$ cat src/hdl/sfr_pkg.sv
`timescale 1ns / 1ps

package sfr_pkg;

	localparam int SFR_BYTE_W   = 8;
	localparam int SFR_OFFS_W   = 16;
	localparam int SFR_TIME_W   = 16;
	localparam int SFR_DELTA_W  = 15;
	localparam int SFR_STRAT_W  = 2;
	localparam int SFR_CFG_W    = 16;
	localparam int SFR_CIDX_W   = 2;
	localparam int SFR_QUEUE_DEPTH = 2;

	localparam logic [SFR_CIDX_W-1:0] REG_HEADER  = 2'd0;
	localparam logic [SFR_CIDX_W-1:0] REG_TIMEOUT = 2'd1;
	localparam logic [SFR_CIDX_W-1:0] REG_DELTA   = 2'd2;
	localparam logic [SFR_CIDX_W-1:0] REG_WIDTH   = 2'd3;

	localparam logic [SFR_STRAT_W-1:0] ST_NONE     = 2'd0;
	localparam logic [SFR_STRAT_W-1:0] ST_LEFT     = 2'd1;
	localparam logic [SFR_STRAT_W-1:0] ST_RIGHT    = 2'd2;
	localparam logic [SFR_STRAT_W-1:0] ST_STRAIGHT = 2'd3;

	localparam logic [SFR_BYTE_W-1:0]  HEADER_RESET  = 8'd165;
	localparam logic [SFR_TIME_W-1:0]  TIMEOUT_RESET = 16'd500;

	typedef enum logic [1:0] {
		OP_BYTE,
		OP_FRAME,
		OP_TICK
	} sfr_op_kind_t;

	typedef struct packed {
		sfr_op_kind_t                  kind;
		logic [SFR_STRAT_W-1:0]        strategy;
		logic signed [SFR_OFFS_W-1:0]  live_offset;
	} sfr_op_t;

	typedef struct packed {
		logic [SFR_BYTE_W-1:0]   header_byte;
		logic [SFR_TIME_W-1:0]   timeout_ms;
		logic [SFR_DELTA_W-1:0]  offset_delta;
		logic [SFR_DELTA_W-1:0]  track_width;
	} sfr_cfg_t;

endpackage

$ cat src/hdl/sfr_in_if.sv
`timescale 1ns / 1ps

interface sfr_in_if import sfr_pkg::*; ();
	logic                         valid;
	logic                         ready;
	logic                         command;
	logic [SFR_BYTE_W-1:0]        rx_byte;
	logic signed [SFR_OFFS_W-1:0] live_offset;

	modport source(output valid, command, rx_byte, live_offset, input ready);
	modport sink(input valid, command, rx_byte, live_offset, output ready);
endinterface

$ cat src/hdl/sfr_out_if.sv
`timescale 1ns / 1ps

interface sfr_out_if import sfr_pkg::*; ();
	logic                         valid;
	logic                         ready;
	logic                         frame_ok;
	logic [SFR_STRAT_W-1:0]       strategy;
	logic                         offset_write;
	logic signed [SFR_OFFS_W-1:0] offset_value;
	logic                         timed_out;

	modport source(output valid, frame_ok, strategy, offset_write, offset_value, timed_out,
		input ready);
	modport sink(input valid, frame_ok, strategy, offset_write, offset_value, timed_out,
		output ready);
endinterface

$ cat src/hdl/sfr_front.sv
`timescale 1ns / 1ps

module sfr_front import sfr_pkg::*; (
	input  logic      clk,
	input  logic      arst_n,
	sfr_in_if.sink    in_ch,
	input  logic [SFR_BYTE_W-1:0] header_byte,
	output logic      push,
	output sfr_op_t   push_op,
	input  logic      push_ready
);

	typedef enum logic [1:0] {
		PH_HEADER,
		PH_STRATEGY,
		PH_CHECKSUM
	} phase_t;

	phase_t                phase_q;
	logic [SFR_BYTE_W-1:0] held_q;
	logic                  accept;
	logic                  frame_good;

	assign in_ch.ready = push_ready;
	assign accept      = in_ch.valid && push_ready;
	assign push        = accept;

	assign frame_good = (in_ch.rx_byte == (header_byte ^ held_q)) &&
		(held_q[SFR_BYTE_W-1:SFR_STRAT_W] == '0);

	always_comb begin
		push_op.live_offset = in_ch.live_offset;
		push_op.strategy    = held_q[SFR_STRAT_W-1:0];
		if (in_ch.command) begin
			push_op.kind = OP_TICK;
		end else if (phase_q == PH_CHECKSUM && frame_good) begin
			push_op.kind = OP_FRAME;
		end else begin
			push_op.kind = OP_BYTE;
		end
	end

	always_ff @(posedge clk or negedge arst_n) begin
		if (!arst_n) begin
			phase_q <= PH_HEADER;
			held_q  <= '0;
		end else if (accept && !in_ch.command) begin
			case (phase_q)
				PH_STRATEGY: begin
					held_q  <= in_ch.rx_byte;
					phase_q <= PH_CHECKSUM;
				end
				PH_CHECKSUM: begin
					phase_q <= PH_HEADER;
				end
				default: begin
					phase_q <= (in_ch.rx_byte == header_byte) ? PH_STRATEGY : PH_HEADER;
				end
			endcase
		end
	end

endmodule

$ cat src/hdl/sfr_queue.sv
`timescale 1ns / 1ps

module sfr_queue import sfr_pkg::*; #(
	parameter int DEPTH = SFR_QUEUE_DEPTH
) (
	input  logic    clk,
	input  logic    arst_n,
	input  logic    push,
	input  sfr_op_t push_op,
	output logic    push_ready,
	output logic    pop_valid,
	output sfr_op_t pop_op,
	input  logic    pop
);

	localparam int PTR_W = (DEPTH > 1) ? $clog2(DEPTH) : 1;
	localparam int CNT_W = $clog2(DEPTH + 1);
	localparam logic [PTR_W-1:0] LAST = PTR_W'(DEPTH - 1);
	localparam logic [CNT_W-1:0] FULL = CNT_W'(DEPTH);

	sfr_op_t          mem_q [DEPTH];
	logic [PTR_W-1:0] wr_q;
	logic [PTR_W-1:0] rd_q;
	logic [CNT_W-1:0] cnt_q;

	assign push_ready = (cnt_q != FULL);
	assign pop_valid  = (cnt_q != '0);
	assign pop_op     = mem_q[rd_q];

	always_ff @(posedge clk) begin
		if (push) begin
			mem_q[wr_q] <= push_op;
		end
	end

	always_ff @(posedge clk or negedge arst_n) begin
		if (!arst_n) begin
			wr_q  <= '0;
			rd_q  <= '0;
			cnt_q <= '0;
		end else begin
			if (push) begin
				wr_q <= (wr_q == LAST) ? '0 : wr_q + 1'b1;
			end
			if (pop) begin
				rd_q <= (rd_q == LAST) ? '0 : rd_q + 1'b1;
			end
			if (push && !pop) begin
				cnt_q <= cnt_q + 1'b1;
			end else if (pop && !push) begin
				cnt_q <= cnt_q - 1'b1;
			end
		end
	end

endmodule

$ cat src/hdl/sfr_back.sv
`timescale 1ns / 1ps

module sfr_back import sfr_pkg::*; (
	input  logic     clk,
	input  logic     arst_n,
	input  sfr_cfg_t cfg,
	input  logic     op_valid,
	input  sfr_op_t  op,
	output logic     pop,
	sfr_out_if.source out_ch
);

	localparam int EXT_W = SFR_OFFS_W + 2;
	localparam logic signed [EXT_W-1:0] SAT_MIN = -(EXT_W'(1) <<< (SFR_OFFS_W - 1));
	localparam logic signed [EXT_W-1:0] SAT_MAX = (EXT_W'(1) <<< (SFR_OFFS_W - 1)) - 1;
	localparam logic [SFR_TIME_W-1:0]   CNT_MAX = '1;

	logic [SFR_STRAT_W-1:0]        cur_q;
	logic [SFR_STRAT_W-1:0]        applied_q;
	logic signed [SFR_OFFS_W-1:0]  restore_q;
	logic                          saved_q;
	logic [SFR_TIME_W-1:0]         silence_q;

	logic                          out_valid_q;
	logic                          frame_ok_q;
	logic [SFR_STRAT_W-1:0]        strategy_q;
	logic                          offset_write_q;
	logic signed [SFR_OFFS_W-1:0]  offset_value_q;
	logic                          timed_out_q;

	logic                          capture;
	logic signed [SFR_OFFS_W-1:0]  base;
	logic signed [EXT_W-1:0]       base_x;
	logic signed [EXT_W-1:0]       delta_x;
	logic signed [EXT_W-1:0]       width_x;
	logic signed [EXT_W-1:0]       nv;
	logic signed [EXT_W-1:0]       nv_clamped;
	logic [SFR_TIME_W-1:0]         silence_inc;
	logic                          expire;

	assign pop = op_valid && (!out_valid_q || out_ch.ready);

	assign capture = (applied_q == ST_NONE) && (op.strategy != ST_NONE);
	assign base    = capture ? op.live_offset : restore_q;
	assign base_x  = EXT_W'(base);
	assign delta_x = $signed({2'b00, 1'b0, cfg.offset_delta});
	assign width_x = $signed({2'b00, 1'b0, cfg.track_width});

	always_comb begin
		case (op.strategy)
			ST_LEFT:  nv = base_x - delta_x;
			ST_RIGHT: nv = base_x + delta_x;
			default:  nv = base_x;
		endcase
		if (cfg.track_width != '0) begin
			if (nv < 0) begin
				nv_clamped = '0;
			end else if (nv > width_x) begin
				nv_clamped = width_x;
			end else begin
				nv_clamped = nv;
			end
		end else begin
			if (nv < SAT_MIN) begin
				nv_clamped = SAT_MIN;
			end else if (nv > SAT_MAX) begin
				nv_clamped = SAT_MAX;
			end else begin
				nv_clamped = nv;
			end
		end
	end

	assign silence_inc = (silence_q != CNT_MAX) ? silence_q + 1'b1 : silence_q;
	assign expire      = (silence_inc > cfg.timeout_ms) && (cur_q != ST_NONE);

	assign out_ch.valid        = out_valid_q;
	assign out_ch.frame_ok     = frame_ok_q;
	assign out_ch.strategy     = strategy_q;
	assign out_ch.offset_write = offset_write_q;
	assign out_ch.offset_value = offset_value_q;
	assign out_ch.timed_out    = timed_out_q;

	always_ff @(posedge clk or negedge arst_n) begin
		if (!arst_n) begin
			out_valid_q    <= 1'b0;
			frame_ok_q     <= 1'b0;
			strategy_q     <= ST_NONE;
			offset_write_q <= 1'b0;
			offset_value_q <= '0;
			timed_out_q    <= 1'b0;
			cur_q          <= ST_NONE;
			applied_q      <= ST_NONE;
			restore_q      <= '0;
			saved_q        <= 1'b0;
			silence_q      <= '0;
		end else begin
			if (out_valid_q && out_ch.ready) begin
				out_valid_q <= 1'b0;
			end
			if (pop) begin
				out_valid_q    <= 1'b1;
				frame_ok_q     <= 1'b0;
				strategy_q     <= cur_q;
				offset_write_q <= 1'b0;
				offset_value_q <= '0;
				timed_out_q    <= 1'b0;
				case (op.kind)
					OP_FRAME: begin
						frame_ok_q <= 1'b1;
						strategy_q <= op.strategy;
						cur_q      <= op.strategy;
						silence_q  <= '0;
						if (op.strategy != applied_q) begin
							if (capture) begin
								restore_q <= op.live_offset;
								saved_q   <= 1'b1;
							end
							if (op.strategy == ST_NONE) begin
								saved_q <= 1'b0;
							end
							applied_q      <= op.strategy;
							offset_write_q <= 1'b1;
							offset_value_q <= nv_clamped[SFR_OFFS_W-1:0];
						end
					end
					OP_TICK: begin
						silence_q <= silence_inc;
						if (expire) begin
							cur_q       <= ST_NONE;
							strategy_q  <= ST_NONE;
							timed_out_q <= 1'b1;
							if (saved_q) begin
								offset_write_q <= 1'b1;
								offset_value_q <= restore_q;
								applied_q      <= ST_NONE;
								saved_q        <= 1'b0;
							end
						end
					end
					default: begin
					end
				endcase
			end
		end
	end

`ifndef SYNTHESIS
	a_saved_tracks_applied: assert property (@(posedge clk) disable iff (!arst_n)
		saved_q == (applied_q != ST_NONE))
		else $error("restore flag out of step with applied strategy");

	a_timeout_result: assert property (@(posedge clk) disable iff (!arst_n)
		out_valid_q && timed_out_q |-> (strategy_q == ST_NONE) && !frame_ok_q)
		else $error("timeout word with active strategy or frame flag");

	a_no_write_zero: assert property (@(posedge clk) disable iff (!arst_n)
		out_valid_q && !offset_write_q |-> offset_value_q == '0)
		else $error("offset value nonzero without write");

	a_hold_stalled: assert property (@(posedge clk) disable iff (!arst_n)
		out_valid_q && !out_ch.ready |=> out_valid_q && $stable(offset_value_q))
		else $error("stalled result word changed");
`endif

endmodule

$ cat src/hdl/strategy_frame_receiver.sv
`timescale 1ns / 1ps

// channel   dir  words
// in_ch     in   command, rx_byte, live_offset
// out_ch    out  frame_ok, strategy, offset_write, offset_value, timed_out
// cfg_*     in   write enable, register index, write data
//
// one word per cycle sustained while out_ch.ready holds; a taken word is offered as a result
// after the parser puts it into a queue slot and it is then popped into the result register
// the queue holds QUEUE_DEPTH words, so the input keeps flowing while a result waits
// reset is asynchronous: registers take their reset values, queue and output empty
// an output stall backs up the queue and then drops in_ch.ready

module strategy_frame_receiver import sfr_pkg::*; #(
	parameter int QUEUE_DEPTH = SFR_QUEUE_DEPTH
) (
	input  logic                  clk,
	input  logic                  arst_n,
	sfr_in_if.sink                in_ch,
	sfr_out_if.source             out_ch,
	input  logic                  cfg_we,
	input  logic [SFR_CIDX_W-1:0] cfg_index,
	input  logic [SFR_CFG_W-1:0]  cfg_data
);

	sfr_cfg_t cfg_q;
	logic     push;
	sfr_op_t  push_op;
	logic     push_ready;
	logic     op_valid;
	sfr_op_t  op;
	logic     pop;

	always_ff @(posedge clk or negedge arst_n) begin
		if (!arst_n) begin
			cfg_q.header_byte  <= HEADER_RESET;
			cfg_q.timeout_ms   <= TIMEOUT_RESET;
			cfg_q.offset_delta <= '0;
			cfg_q.track_width  <= '0;
		end else if (cfg_we) begin
			case (cfg_index)
				REG_HEADER:  cfg_q.header_byte  <= cfg_data[SFR_BYTE_W-1:0];
				REG_TIMEOUT: cfg_q.timeout_ms   <= cfg_data[SFR_TIME_W-1:0];
				REG_DELTA:   cfg_q.offset_delta <= cfg_data[SFR_DELTA_W-1:0];
				REG_WIDTH:   cfg_q.track_width  <= cfg_data[SFR_DELTA_W-1:0];
				default: begin
				end
			endcase
		end
	end

	sfr_front u_front (
		.clk        (clk),
		.arst_n     (arst_n),
		.in_ch      (in_ch),
		.header_byte(cfg_q.header_byte),
		.push       (push),
		.push_op    (push_op),
		.push_ready (push_ready)
	);

	sfr_queue #(
		.DEPTH(QUEUE_DEPTH)
	) u_queue (
		.clk       (clk),
		.arst_n    (arst_n),
		.push      (push),
		.push_op   (push_op),
		.push_ready(push_ready),
		.pop_valid (op_valid),
		.pop_op    (op),
		.pop       (pop)
	);

	sfr_back u_back (
		.clk     (clk),
		.arst_n  (arst_n),
		.cfg     (cfg_q),
		.op_valid(op_valid),
		.op      (op),
		.pop     (pop),
		.out_ch  (out_ch)
	);

endmodule

$ cat src/flat_wrapper.sv
// flat-port wrapper written by rule: the top's interface ports become plain ports
module strategy_frame_receiver_flat import sfr_pkg::*;
#(
	parameter int QUEUE_DEPTH = SFR_QUEUE_DEPTH
)
  (clk, arst_n, cfg_we, cfg_index, cfg_data, in_ch_valid, in_ch_command, in_ch_rx_byte, in_ch_live_offset, in_ch_ready, out_ch_valid, out_ch_frame_ok, out_ch_strategy, out_ch_offset_write, out_ch_offset_value, out_ch_timed_out, out_ch_ready);
  sfr_in_if in_ch_i ();
  sfr_out_if out_ch_i ();
  input  logic clk;
  input  logic arst_n;
  input  logic cfg_we;
  input  logic [SFR_CIDX_W-1:0] cfg_index;
  input  logic [SFR_CFG_W-1:0] cfg_data;
  input wire logic [$bits(in_ch_i.valid)-1:0] in_ch_valid;
  input wire logic [$bits(in_ch_i.command)-1:0] in_ch_command;
  input wire logic [$bits(in_ch_i.rx_byte)-1:0] in_ch_rx_byte;
  input wire logic [$bits(in_ch_i.live_offset)-1:0] in_ch_live_offset;
  output wire logic [$bits(in_ch_i.ready)-1:0] in_ch_ready;
  output wire logic [$bits(out_ch_i.valid)-1:0] out_ch_valid;
  output wire logic [$bits(out_ch_i.frame_ok)-1:0] out_ch_frame_ok;
  output wire logic [$bits(out_ch_i.strategy)-1:0] out_ch_strategy;
  output wire logic [$bits(out_ch_i.offset_write)-1:0] out_ch_offset_write;
  output wire logic [$bits(out_ch_i.offset_value)-1:0] out_ch_offset_value;
  output wire logic [$bits(out_ch_i.timed_out)-1:0] out_ch_timed_out;
  input wire logic [$bits(out_ch_i.ready)-1:0] out_ch_ready;
  assign in_ch_i.valid = in_ch_valid;
  assign in_ch_i.command = in_ch_command;
  assign in_ch_i.rx_byte = in_ch_rx_byte;
  assign in_ch_i.live_offset = in_ch_live_offset;
  assign in_ch_ready = in_ch_i.ready;
  assign out_ch_valid = out_ch_i.valid;
  assign out_ch_frame_ok = out_ch_i.frame_ok;
  assign out_ch_strategy = out_ch_i.strategy;
  assign out_ch_offset_write = out_ch_i.offset_write;
  assign out_ch_offset_value = out_ch_i.offset_value;
  assign out_ch_timed_out = out_ch_i.timed_out;
  assign out_ch_i.ready = out_ch_ready;
  strategy_frame_receiver #(.QUEUE_DEPTH(QUEUE_DEPTH)) u_core (.clk(clk), .arst_n(arst_n), .in_ch(in_ch_i), .out_ch(out_ch_i), .cfg_we(cfg_we), .cfg_index(cfg_index), .cfg_data(cfg_data));
endmodule
$ cat config.mk
export PLATFORM = sky130hd
export DESIGN_NAME = strategy_frame_receiver_flat
export DESIGN_NICKNAME = d
export VERILOG_FILES = /design/src/hdl/sfr_pkg.sv /design/src/hdl/sfr_in_if.sv /design/src/hdl/sfr_out_if.sv /design/src/hdl/sfr_front.sv /design/src/hdl/sfr_queue.sv /design/src/hdl/sfr_back.sv /design/src/hdl/strategy_frame_receiver.sv /design/src/flat_wrapper.sv
export SDC_FILE = /design/constraint.sdc
export NUM_CORES = 1
export LEC_CHECK = 0
export ABC_AREA = 1
export BUFFER_PORTS_ARGS = -buffer_cell sky130_fd_sc_hd__buf_2
export CAP_MARGIN = 20
export CELL_PAD_IN_SITES_DETAIL_PLACEMENT = 0
export CELL_PAD_IN_SITES_GLOBAL_PLACEMENT = 1
export CORE_MARGIN = 2
export CORE_UTILIZATION = 40
export CTS_CLUSTER_SIZE = 25
export DETAILED_ROUTE_END_ITERATION = 8
export HOLD_SLACK_MARGIN = 0.08
export PLACE_DENSITY = 0.78
export SETUP_SLACK_MARGIN = 0.1
export SYNTH_ARGS = -nofsm -noshare
export SYNTH_HDL_FRONTEND = slang
export SYNTH_SLANG_ARGS = --single-unit
$ cat constraint.sdc
create_clock -name clk -period 9.52 [get_ports clk]
set_input_delay 0.952 -clock clk [delete_from_list [all_inputs] [get_ports clk]]
set_output_delay 0.952 -clock clk [all_outputs]
set_load 0.02 [all_outputs]
==> results of run 1 <==
## cells in the mapped netlist (4+ instances only)
cell      count
a21o_1        4
a21oi_1      47
a31oi_1      13
buf_2         6
buf_4         5
clkbuf_1     21
dfrtp_1     115
dfstp_2      10
edfxtp_1     40
ha_1         58
inv_1       139
inv_2         8
mux2_2        7
nand2_1     409
nand2_2      14
nand3_1      62
nand3_2       4
nand4_1      16
nor2_1       79
nor3_1       17
nor4_1        4
o21ai_0     117
o21ai_1       6
o21ai_2       5
or2_2         7
xnor2_1       9
xor2_1       28
## tightest hold or removal path, stage by stage (launching register included)
cell and delay, ns:
dfrtp_1 0.34, nand2_1 0.05, nand2_1 0.05
## sequential cells by signal, summed over array words and instances, names as in the netlist
signal / count
u_core.cfg_q: 54
u_core.u_back.out_ch.offset_write: 1
u_core.u_back.applied_q: 2
u_core.u_front.phase_q: 2
u_core.u_back.saved_q: 1
u_core.u_queue.rd_q: 1
u_core.u_queue.mem_q: 40
u_core.u_queue.cnt_q: 2
u_core.u_back.silence_q: 16
u_core.u_queue.wr_q: 1
u_core.u_back.out_ch.strategy: 2
u_core.u_back.out_ch.frame_ok: 1
u_core.u_back.out_ch.timed_out: 1
u_core.u_back.out_ch.offset_value: 16
u_core.u_back.restore_q: 16
u_core.u_front.held_q: 8
u_core.u_back.out_ch.valid: 1
## worst max path at each step
stage | startpoint | endpoint | slack (ns) | cells after the start
floorplan | u_core.u_queue.rd_q$_DFFE_PN0P_ | u_core.u_back.out_ch.offset_value[1]$_DFFE_PN0P_ | 4.59 | 41
global placement | u_core.u_queue.rd_q$_DFFE_PN0P_ | u_core.u_back.out_ch.offset_value[14]$_DFFE_PN0P_ | 3.10 | 34
detailed placement | u_core.u_queue.rd_q$_DFFE_PN0P_ | u_core.u_back.out_ch.offset_value[11]$_DFFE_PN0P_ | 3.01 | 34
CTS | u_core.u_queue.rd_q$_DFFE_PN0P_ | u_core.u_back.out_ch.offset_value[13]$_DFFE_PN0P_ | 2.97 | 34
global route | u_core.u_queue.rd_q$_DFFE_PN0P_ | u_core.u_back.out_ch.offset_value[13]$_DFFE_PN0P_ | 2.15 | 34
finish | u_core.u_queue.rd_q$_DFFE_PN0P_ | u_core.u_back.out_ch.offset_value[13]$_DFFE_PN0P_ | 2.88 | 34
## routing by layer
layer	global-route usage [%]	part of all wire, %
met2	35.8	47
met4	7.04	2.3
met5	0	0
met3	3.31	3.6
met1	30.1	48
## logic make-up (layout without fill, tap and decap cells)
| family | Yosys count | count (layout) | synth area share, % |
|---|---|---|---|
| AOI/OAI and AO/OA | 215 | 215 | 11.8 |
| xor gates and xnor gates | 37 | 37 | 3.21 |
| adders and majority gates | 59 | 59 | 7.38 |
| buffers and inverters | 186 | 260 | 7.47 |
| DFF | 165 | 165 | 43.0 |
| muxes | 9 | 9 | 0.979 |
| and+or+nand+nor | 625 | 625 | 26.1 |
## layout make-up
class / instances / area, µm²
inverter: 150 / 563
multi-input combinational: 945 / 5010
clock buffer: 18 / 429
fill: 2544 / 13600
tap: 330 / 413
clock inverter: 14 / 161
timing repair buffer: 78 / 432
sequential: 165 / 4340
## per-stage QoR
step	hold slack [ns]	setup slack, ns	utilization (%)
finish	0.472	2.88	45.5
global route	0.489	2.15	45.5
CTS	0.478	2.97	45.3
detailed placement	0.461	3.01	42.9
global placement	0.459	3.10	42.9
floorplan	0.442	4.59	-
## layout by cell type, fill, tap and decap left out, types with 5 or more instances in the layout
cell         n
a21oi_1     47
edfxtp_1    40
inv_1      139
xor2_1      28
xnor2_1      9
dfrtp_1    115
o21ai_0    117
mux2_2       7
or2_2        7
clkbuf_16   17
nand2_2     14
o21ai_2      5
nor3_1      17
dfstp_2     10
nand4_1     16
nand2_1    409
nor2_1      76
buf_2       69
nand3_1     62
o21ai_1      6
a31oi_1     13
inv_6        5
inv_2        8
ha_1        58
buf_4        6
==> metrics.txt, run 1 <==
critical setup path kind=flop to flop; DR pass1 iterations=5; Worst-Margin Slew=0.989 ns; post-CTS setup buffers=0; core area=25000 µm²; Die W=163 µm; post-place instance area=10700 µm²; Area contributors post-synth=dfrtp_1 28%, nand2_1 15%, edfxtp_1 12%, ha_1 7.2%, o21ai_0 5.8%; Setup-failing EPs final=0; Cell Rows=58; hold_sp=u_core.u_back.out_ch.offset_value[14]$_DFFE_PN0P_; Syn Inst Count=1296; synthesized area=10100 µm²; FF-to-FF setup slack=2.88 ns; clk buf depth=2; H-tree levels=4; first-pass GRT wire length=44800 µm; Seq cells post-synth=165; GRT Residual Overflow=0; biggest area consumer among synthesized cells=dfrtp_1; Slew HR=33.7%; Antenna Violating Nets Remaining=0; Hold Path Class=flop to flop; max-slew violations=0; Hold Fails Final Rpt=0; cts hold-fix bufs=0; Die Y=163 µm; Tot GR Track Use=22.0%; antenna violations before repair=0; clock skew=0.0126 ns; R2R Path Start=u_core.u_queue.rd_q$_DFFE_PN0P_; post-synthesis async set-or-reset flop share=75.8%; Area Growth Syn to Fin=12.4%; # Max-Cap Violations=0; total wire length=27900 µm; post-route setup TNS=0 ns; Port Buffers=70; total die area=26500 µm²; vias per cell=5.05; unrepaired setup endpoints after global routing=no; critical path arrival=6.96 ns; Finished Cell Area=11300 µm²; sequential share of the synthesized area=43.0%; clk_lat worst skew=0.44 ns; CTS tree=built; most used cell, CP=nand2_1; Mapped Nets=1403; biggest cell delay along the critical path=0.81 ns; outcome=complete, no violations; Final Wtd Congestion=0.961; wire per inst=16.4 µm; Synth cell types=56; via count=8584; Synth Warn #=0; Crit path max-delay family=simple AND/OR/NAND/NOR gates; layout cells sized above 1=12.8%; Ports=71; TritonCTS Buffers=17; number of flops mapped to enable cells by yosys=40; Layout Cells excl Fill=1700; FF-to-FF End=u_core.u_back.out_ch.offset_value[13]$_DFFE_PN0P_; Mapped Avg Cell Area=7.79 µm²; Post-CTS Resized=0; Final HPWL DP=21000 µm; nets@finish=1464; crit start category=flop; max frequency=151 MHz; 1st-iter DRT viols=526; Hold Path Stages=2; required time worst endpoint=9.84 ns; CTS root buffer=clkbuf_16; final worst path period share=69.8%; DRC Markers=0; largest net degree at the start of global routing=71; total clock sinks=165; CP Max Fanout=23; CP bufs+invs=3; Final min period=6.64 ns; Initial Utilization=40.5%; Worst Hold End=u_core.u_back.out_ch.offset_value[14]$_DFFE_PN0P_; Main synth FF type=dfrtp_1; share of the synthesized area in the top cell type=28.5%; Ant. Diodes=0; cells on worst reg2reg path=34; CP Capture Type=flop; Cells after DPL=1665; number of global-route vias before repair=8139; slowest CP cell=dfrtp_1; Clock Pin Slew Worst Setup and Hold Paths=0.07 ns
Power of run 1 is not shown: default switching activity piles up to over one toggle a cycle in this logic, so the estimate is an artifact.
==> run 2, diff against run 1 <==
--- a/config.mk
+++ b/config.mk
@@ -5,7 +5,7 @@
 export SDC_FILE = /design/constraint.sdc
 export NUM_CORES = 1
 export LEC_CHECK = 0
-export ABC_AREA = 1
+export ABC_AREA = 0
 export BUFFER_PORTS_ARGS = -buffer_cell sky130_fd_sc_hd__buf_2
 export CAP_MARGIN = 20
 export CELL_PAD_IN_SITES_DETAIL_PLACEMENT = 0
@@ -15,7 +15,7 @@
 export CTS_CLUSTER_SIZE = 25
 export DETAILED_ROUTE_END_ITERATION = 8
 export HOLD_SLACK_MARGIN = 0.08
-export PLACE_DENSITY = 0.78
+export PLACE_DENSITY = 0.77
 export SETUP_SLACK_MARGIN = 0.1
 export SYNTH_ARGS = -nofsm -noshare
 export SYNTH_HDL_FRONTEND = slang
==> constraint.sdc (replaced) <==
create_clock -name clk -period 5.9 [get_ports clk]
set_input_delay 0.59 -clock clk [delete_from_list [all_inputs] [get_ports clk]]
set_output_delay 0.59 -clock clk [all_outputs]
set_load 0.02 [all_outputs]
==> run 2 against run 1 <==
Against the previous run: clock-buffer cell count unchanged; sequential cell count stayed put; non-clock buffer count is 27 higher.
==> metrics.txt, run 2 <==
total wire length=24500 µm; first-pass GRT wire length=38900 µm; Mapped Nets=1032; synthesized area=9640 µm²; critical path arrival=5.87 ns; required time worst endpoint=6.28 ns; vias per cell=5.40; multi-input logic area=5000 µm²; Ant. Diodes=0; Post-synth top cells=115 x dfrtp_1, 89 x nand2_1, 72 x o21ai_0; crit start category=flop; Synth Warn #=0; DRC Markers=0; outcome=complete, no violations; Seq cells post-synth=165; Setup-failing EPs final=0; most frequent cell after synthesis=dfrtp_1; largest net degree at the start of global routing=70; most common cell after layout, fill and taps aside=dfrtp_1; Tot GR Track Use=19.5%; antenna violations before repair=0; Final HPWL DP=18300 µm; FF-to-FF End=u_core.u_back.out_ch.offset_value[14]$_DFFE_PN0P_; Syn Inst Count=925; total clock sinks=165; Filler Cell Count=2254; Mapped Avg Cell Area=10.4 µm²; Clock Pin Slew Worst Setup and Hold Paths=0.07 ns; max-slew violations=0; Power Total=7.49 mW; Max VDD drop=0.000279 V; biggest area consumer among synthesized cells=dfrtp_1; Worst-Margin Slew=0.992 ns; unrepaired setup endpoints after global routing=no; post-synthesis async set-or-reset flop share=75.8%; clock skew=0.0118 ns; Hold Path Class=primary input to flop; Antenna Violating Nets Remaining=0; CP Capture Type=flop; Hold Fails Final Rpt=0; sequential share of the synthesized area=45.1%; final worst path period share=93.1%; FF-to-FF setup slack=0.41 ns; Leak=5.17 nW; post-route setup TNS=0 ns; nets@finish=1123; wire per inst=18.2 µm; 1st-iter DRT viols=421; Area Growth Syn to Fin=17.2%; Final Wtd Congestion=0.953; Top reg by flops=u_core.cfg_q; CTS tree=built; Main synth FF type=dfrtp_1; Final min period=5.49 ns; GRT Residual Overflow=0; number of flops mapped to enable cells by yosys=40; # Max-Cap Violations=0; share of the synthesized area in the top cell type=29.9%; Slew HR=33.8%; core area=23500 µm²; Ports=71; clk buf depth=2; Port Buffers=70; number of global-route vias before repair=7157; Critical Path End=u_core.u_back.out_ch.offset_value[14]$_DFFE_PN0P_; TritonCTS Buffers=17; cells on worst reg2reg path=27; Area contributors post-synth=dfrtp_1 30%, edfxtp_1 12%, mux2_2 8.3%, ha_1 7.5%, o21ai_0 3.7%; power per cell area=663 nW/µm²; max FFs per register=54; most frequent cells in the layout=115 x dfrtp_1, 89 x nand2_1, 71 x mux2_2; critical setup path kind=flop to flop; clk_lat worst skew=0.44 ns; Die Y=159 µm; top flop regs=u_core.cfg_q: 54 flops, u_core.u_queue.mem_q: 40 flops; DR pass1 iterations=6; max frequency=182 MHz; CTS root buffer=clkbuf_16; Worst Setup SP=u_core.u_queue.rd_q$_DFFE_PN0P_; CP Max Fanout=6; Synth cell types=67; Initial Utilization=40.9%; layout cells sized above 1=24.3%; Cell Rows=56; R2R Path Start=u_core.u_queue.rd_q$_DFFE_PN0P_; total die area=25300 µm²; H-tree levels=4; FF/Latch Area=4340 µm²; via count=7277; Die W=159 µm
==> run 2: cell count changes in the layout (fill, tap and decap cells not counted), sizes merged, moves of 13 or more <==
cell,change
inv,-83
o31ai,+13
o21ai,-56
a21o,+17
mux2i,+24
xnor2,+26
buf,+25
nand3,-48
mux2,+64
nor2,-46
nand2,-337
==> run 2: layout make-up <==
type / instances / area share [%]
multi-input cells: 660 / 44.3
well taps: 319 / 3.53
clock inverters: 14 / 1.42
inverters: 67 / 2.23
flip-flops and latches: 165 / 38.4
clock buffers: 18 / 3.99
repair buffers: 105 / 6.09
==> run 2: critical path: stages (launching register included) <==
cell	delay (ns)
dfrtp_1	0.41
mux2i_1	0.27
ha_2	0.26
nor3_4	0.05
buf_4	0.15
buf_4	0.13
o21ai_2	0.15
inv_1	0.06
ha_1	0.20
fa_1	0.41
a21o_1	0.23
a21oi_4	0.21
o41ai_4	0.13
a31oi_4	0.24
buf_4	0.16
xnor2_1	0.10
nand2_1	0.06
o21ai_0	0.16
ha_1	0.32
a21o_1	0.19
a21oi_1	0.14
o21ai_0	0.08
o21ai_0	0.20
o211ai_1	0.12
o31a_1	0.18
o41ai_1	0.41
and3_1	0.29
a211o_1	0.13
==> run 2: worst min-delay path by stage <==
stage                                startpoint  cells after the start  slack (ns)                                                end
final                     in_ch_live_offset[15]                      1        0.33              u_core.u_queue.mem_q[1][15]$_DFFE_PP_
after global routing      in_ch_live_offset[15]                      1        0.32              u_core.u_queue.mem_q[1][15]$_DFFE_PP_
after CTS                 in_ch_live_offset[10]                      1        0.32              u_core.u_queue.mem_q[1][10]$_DFFE_PP_
after detailed placement                 arst_n                      1        0.42  u_core.u_back.out_ch.offset_value[11]$_DFFE_PN0P_
after global placement                   arst_n                      1        0.42  u_core.u_back.out_ch.offset_value[11]$_DFFE_PN0P_
after floorplan                          arst_n                      0        0.29                        u_core.cfg_q[0]$_DFFE_PN0P_
==> run 2: stage by stage <==
stage	cell area [µm²]	hold slack, ns	utilization [%]	setup WS [ns]	cells
floorplan	9640	0.294	-	0.100	925
global placement	10400	0.420	44.2	0.300	1300
detailed placement	10400	0.420	44.3	0.243	1301
CTS	11000	0.318	46.9	0.188	1334
global route	11300	0.318	48.0	0.0801	1348
finish	11300	0.332	48.0	0.408	1348
==> run 2: where the power goes <==
part           leakage (nW)  switching, mW  internal (mW)
combinational          2.94           2.68           1.96
sequential             1.94          0.221           1.48
clock                 0.294          0.523          0.626
==> run 2: kinds of logic (layout without fill, tap and decap cells) <==
kind of cell,count (synthesis),in the layout,synth area share (%)
and+or+nand+nor,220,220,11.2
DFF,165,165,45.1
AOI/OAI and AO/OA,226,226,15.8
muxes,97,97,11.0
xor gates and xnor gates,58,58,5.27
buffers and inverters,100,204,3.96
adders and majority gates,59,59,7.74
==> run 2: timing repair <==
item                                    4_1_cts  5_1_grt
setup buffers                                 0       11
gates resized for setup                       0       23
hold buffers                                  1        0
endpoints found under the setup margin        0       15
endpoints found under the hold margin         6        0
==> run 2: metal layers <==
layer / global-route usage, % / vias up / routed length, µm
met5: 0 / - / 0
met4: 5.62 / 0 / 404
met3: 3.44 / 38 / 927
met2: 31.8 / 153 / 11700
met1: 26.7 / 3560 / 11500
li1: - / 3526 / -
Note: power is estimated with default switching activity, not from simulation.
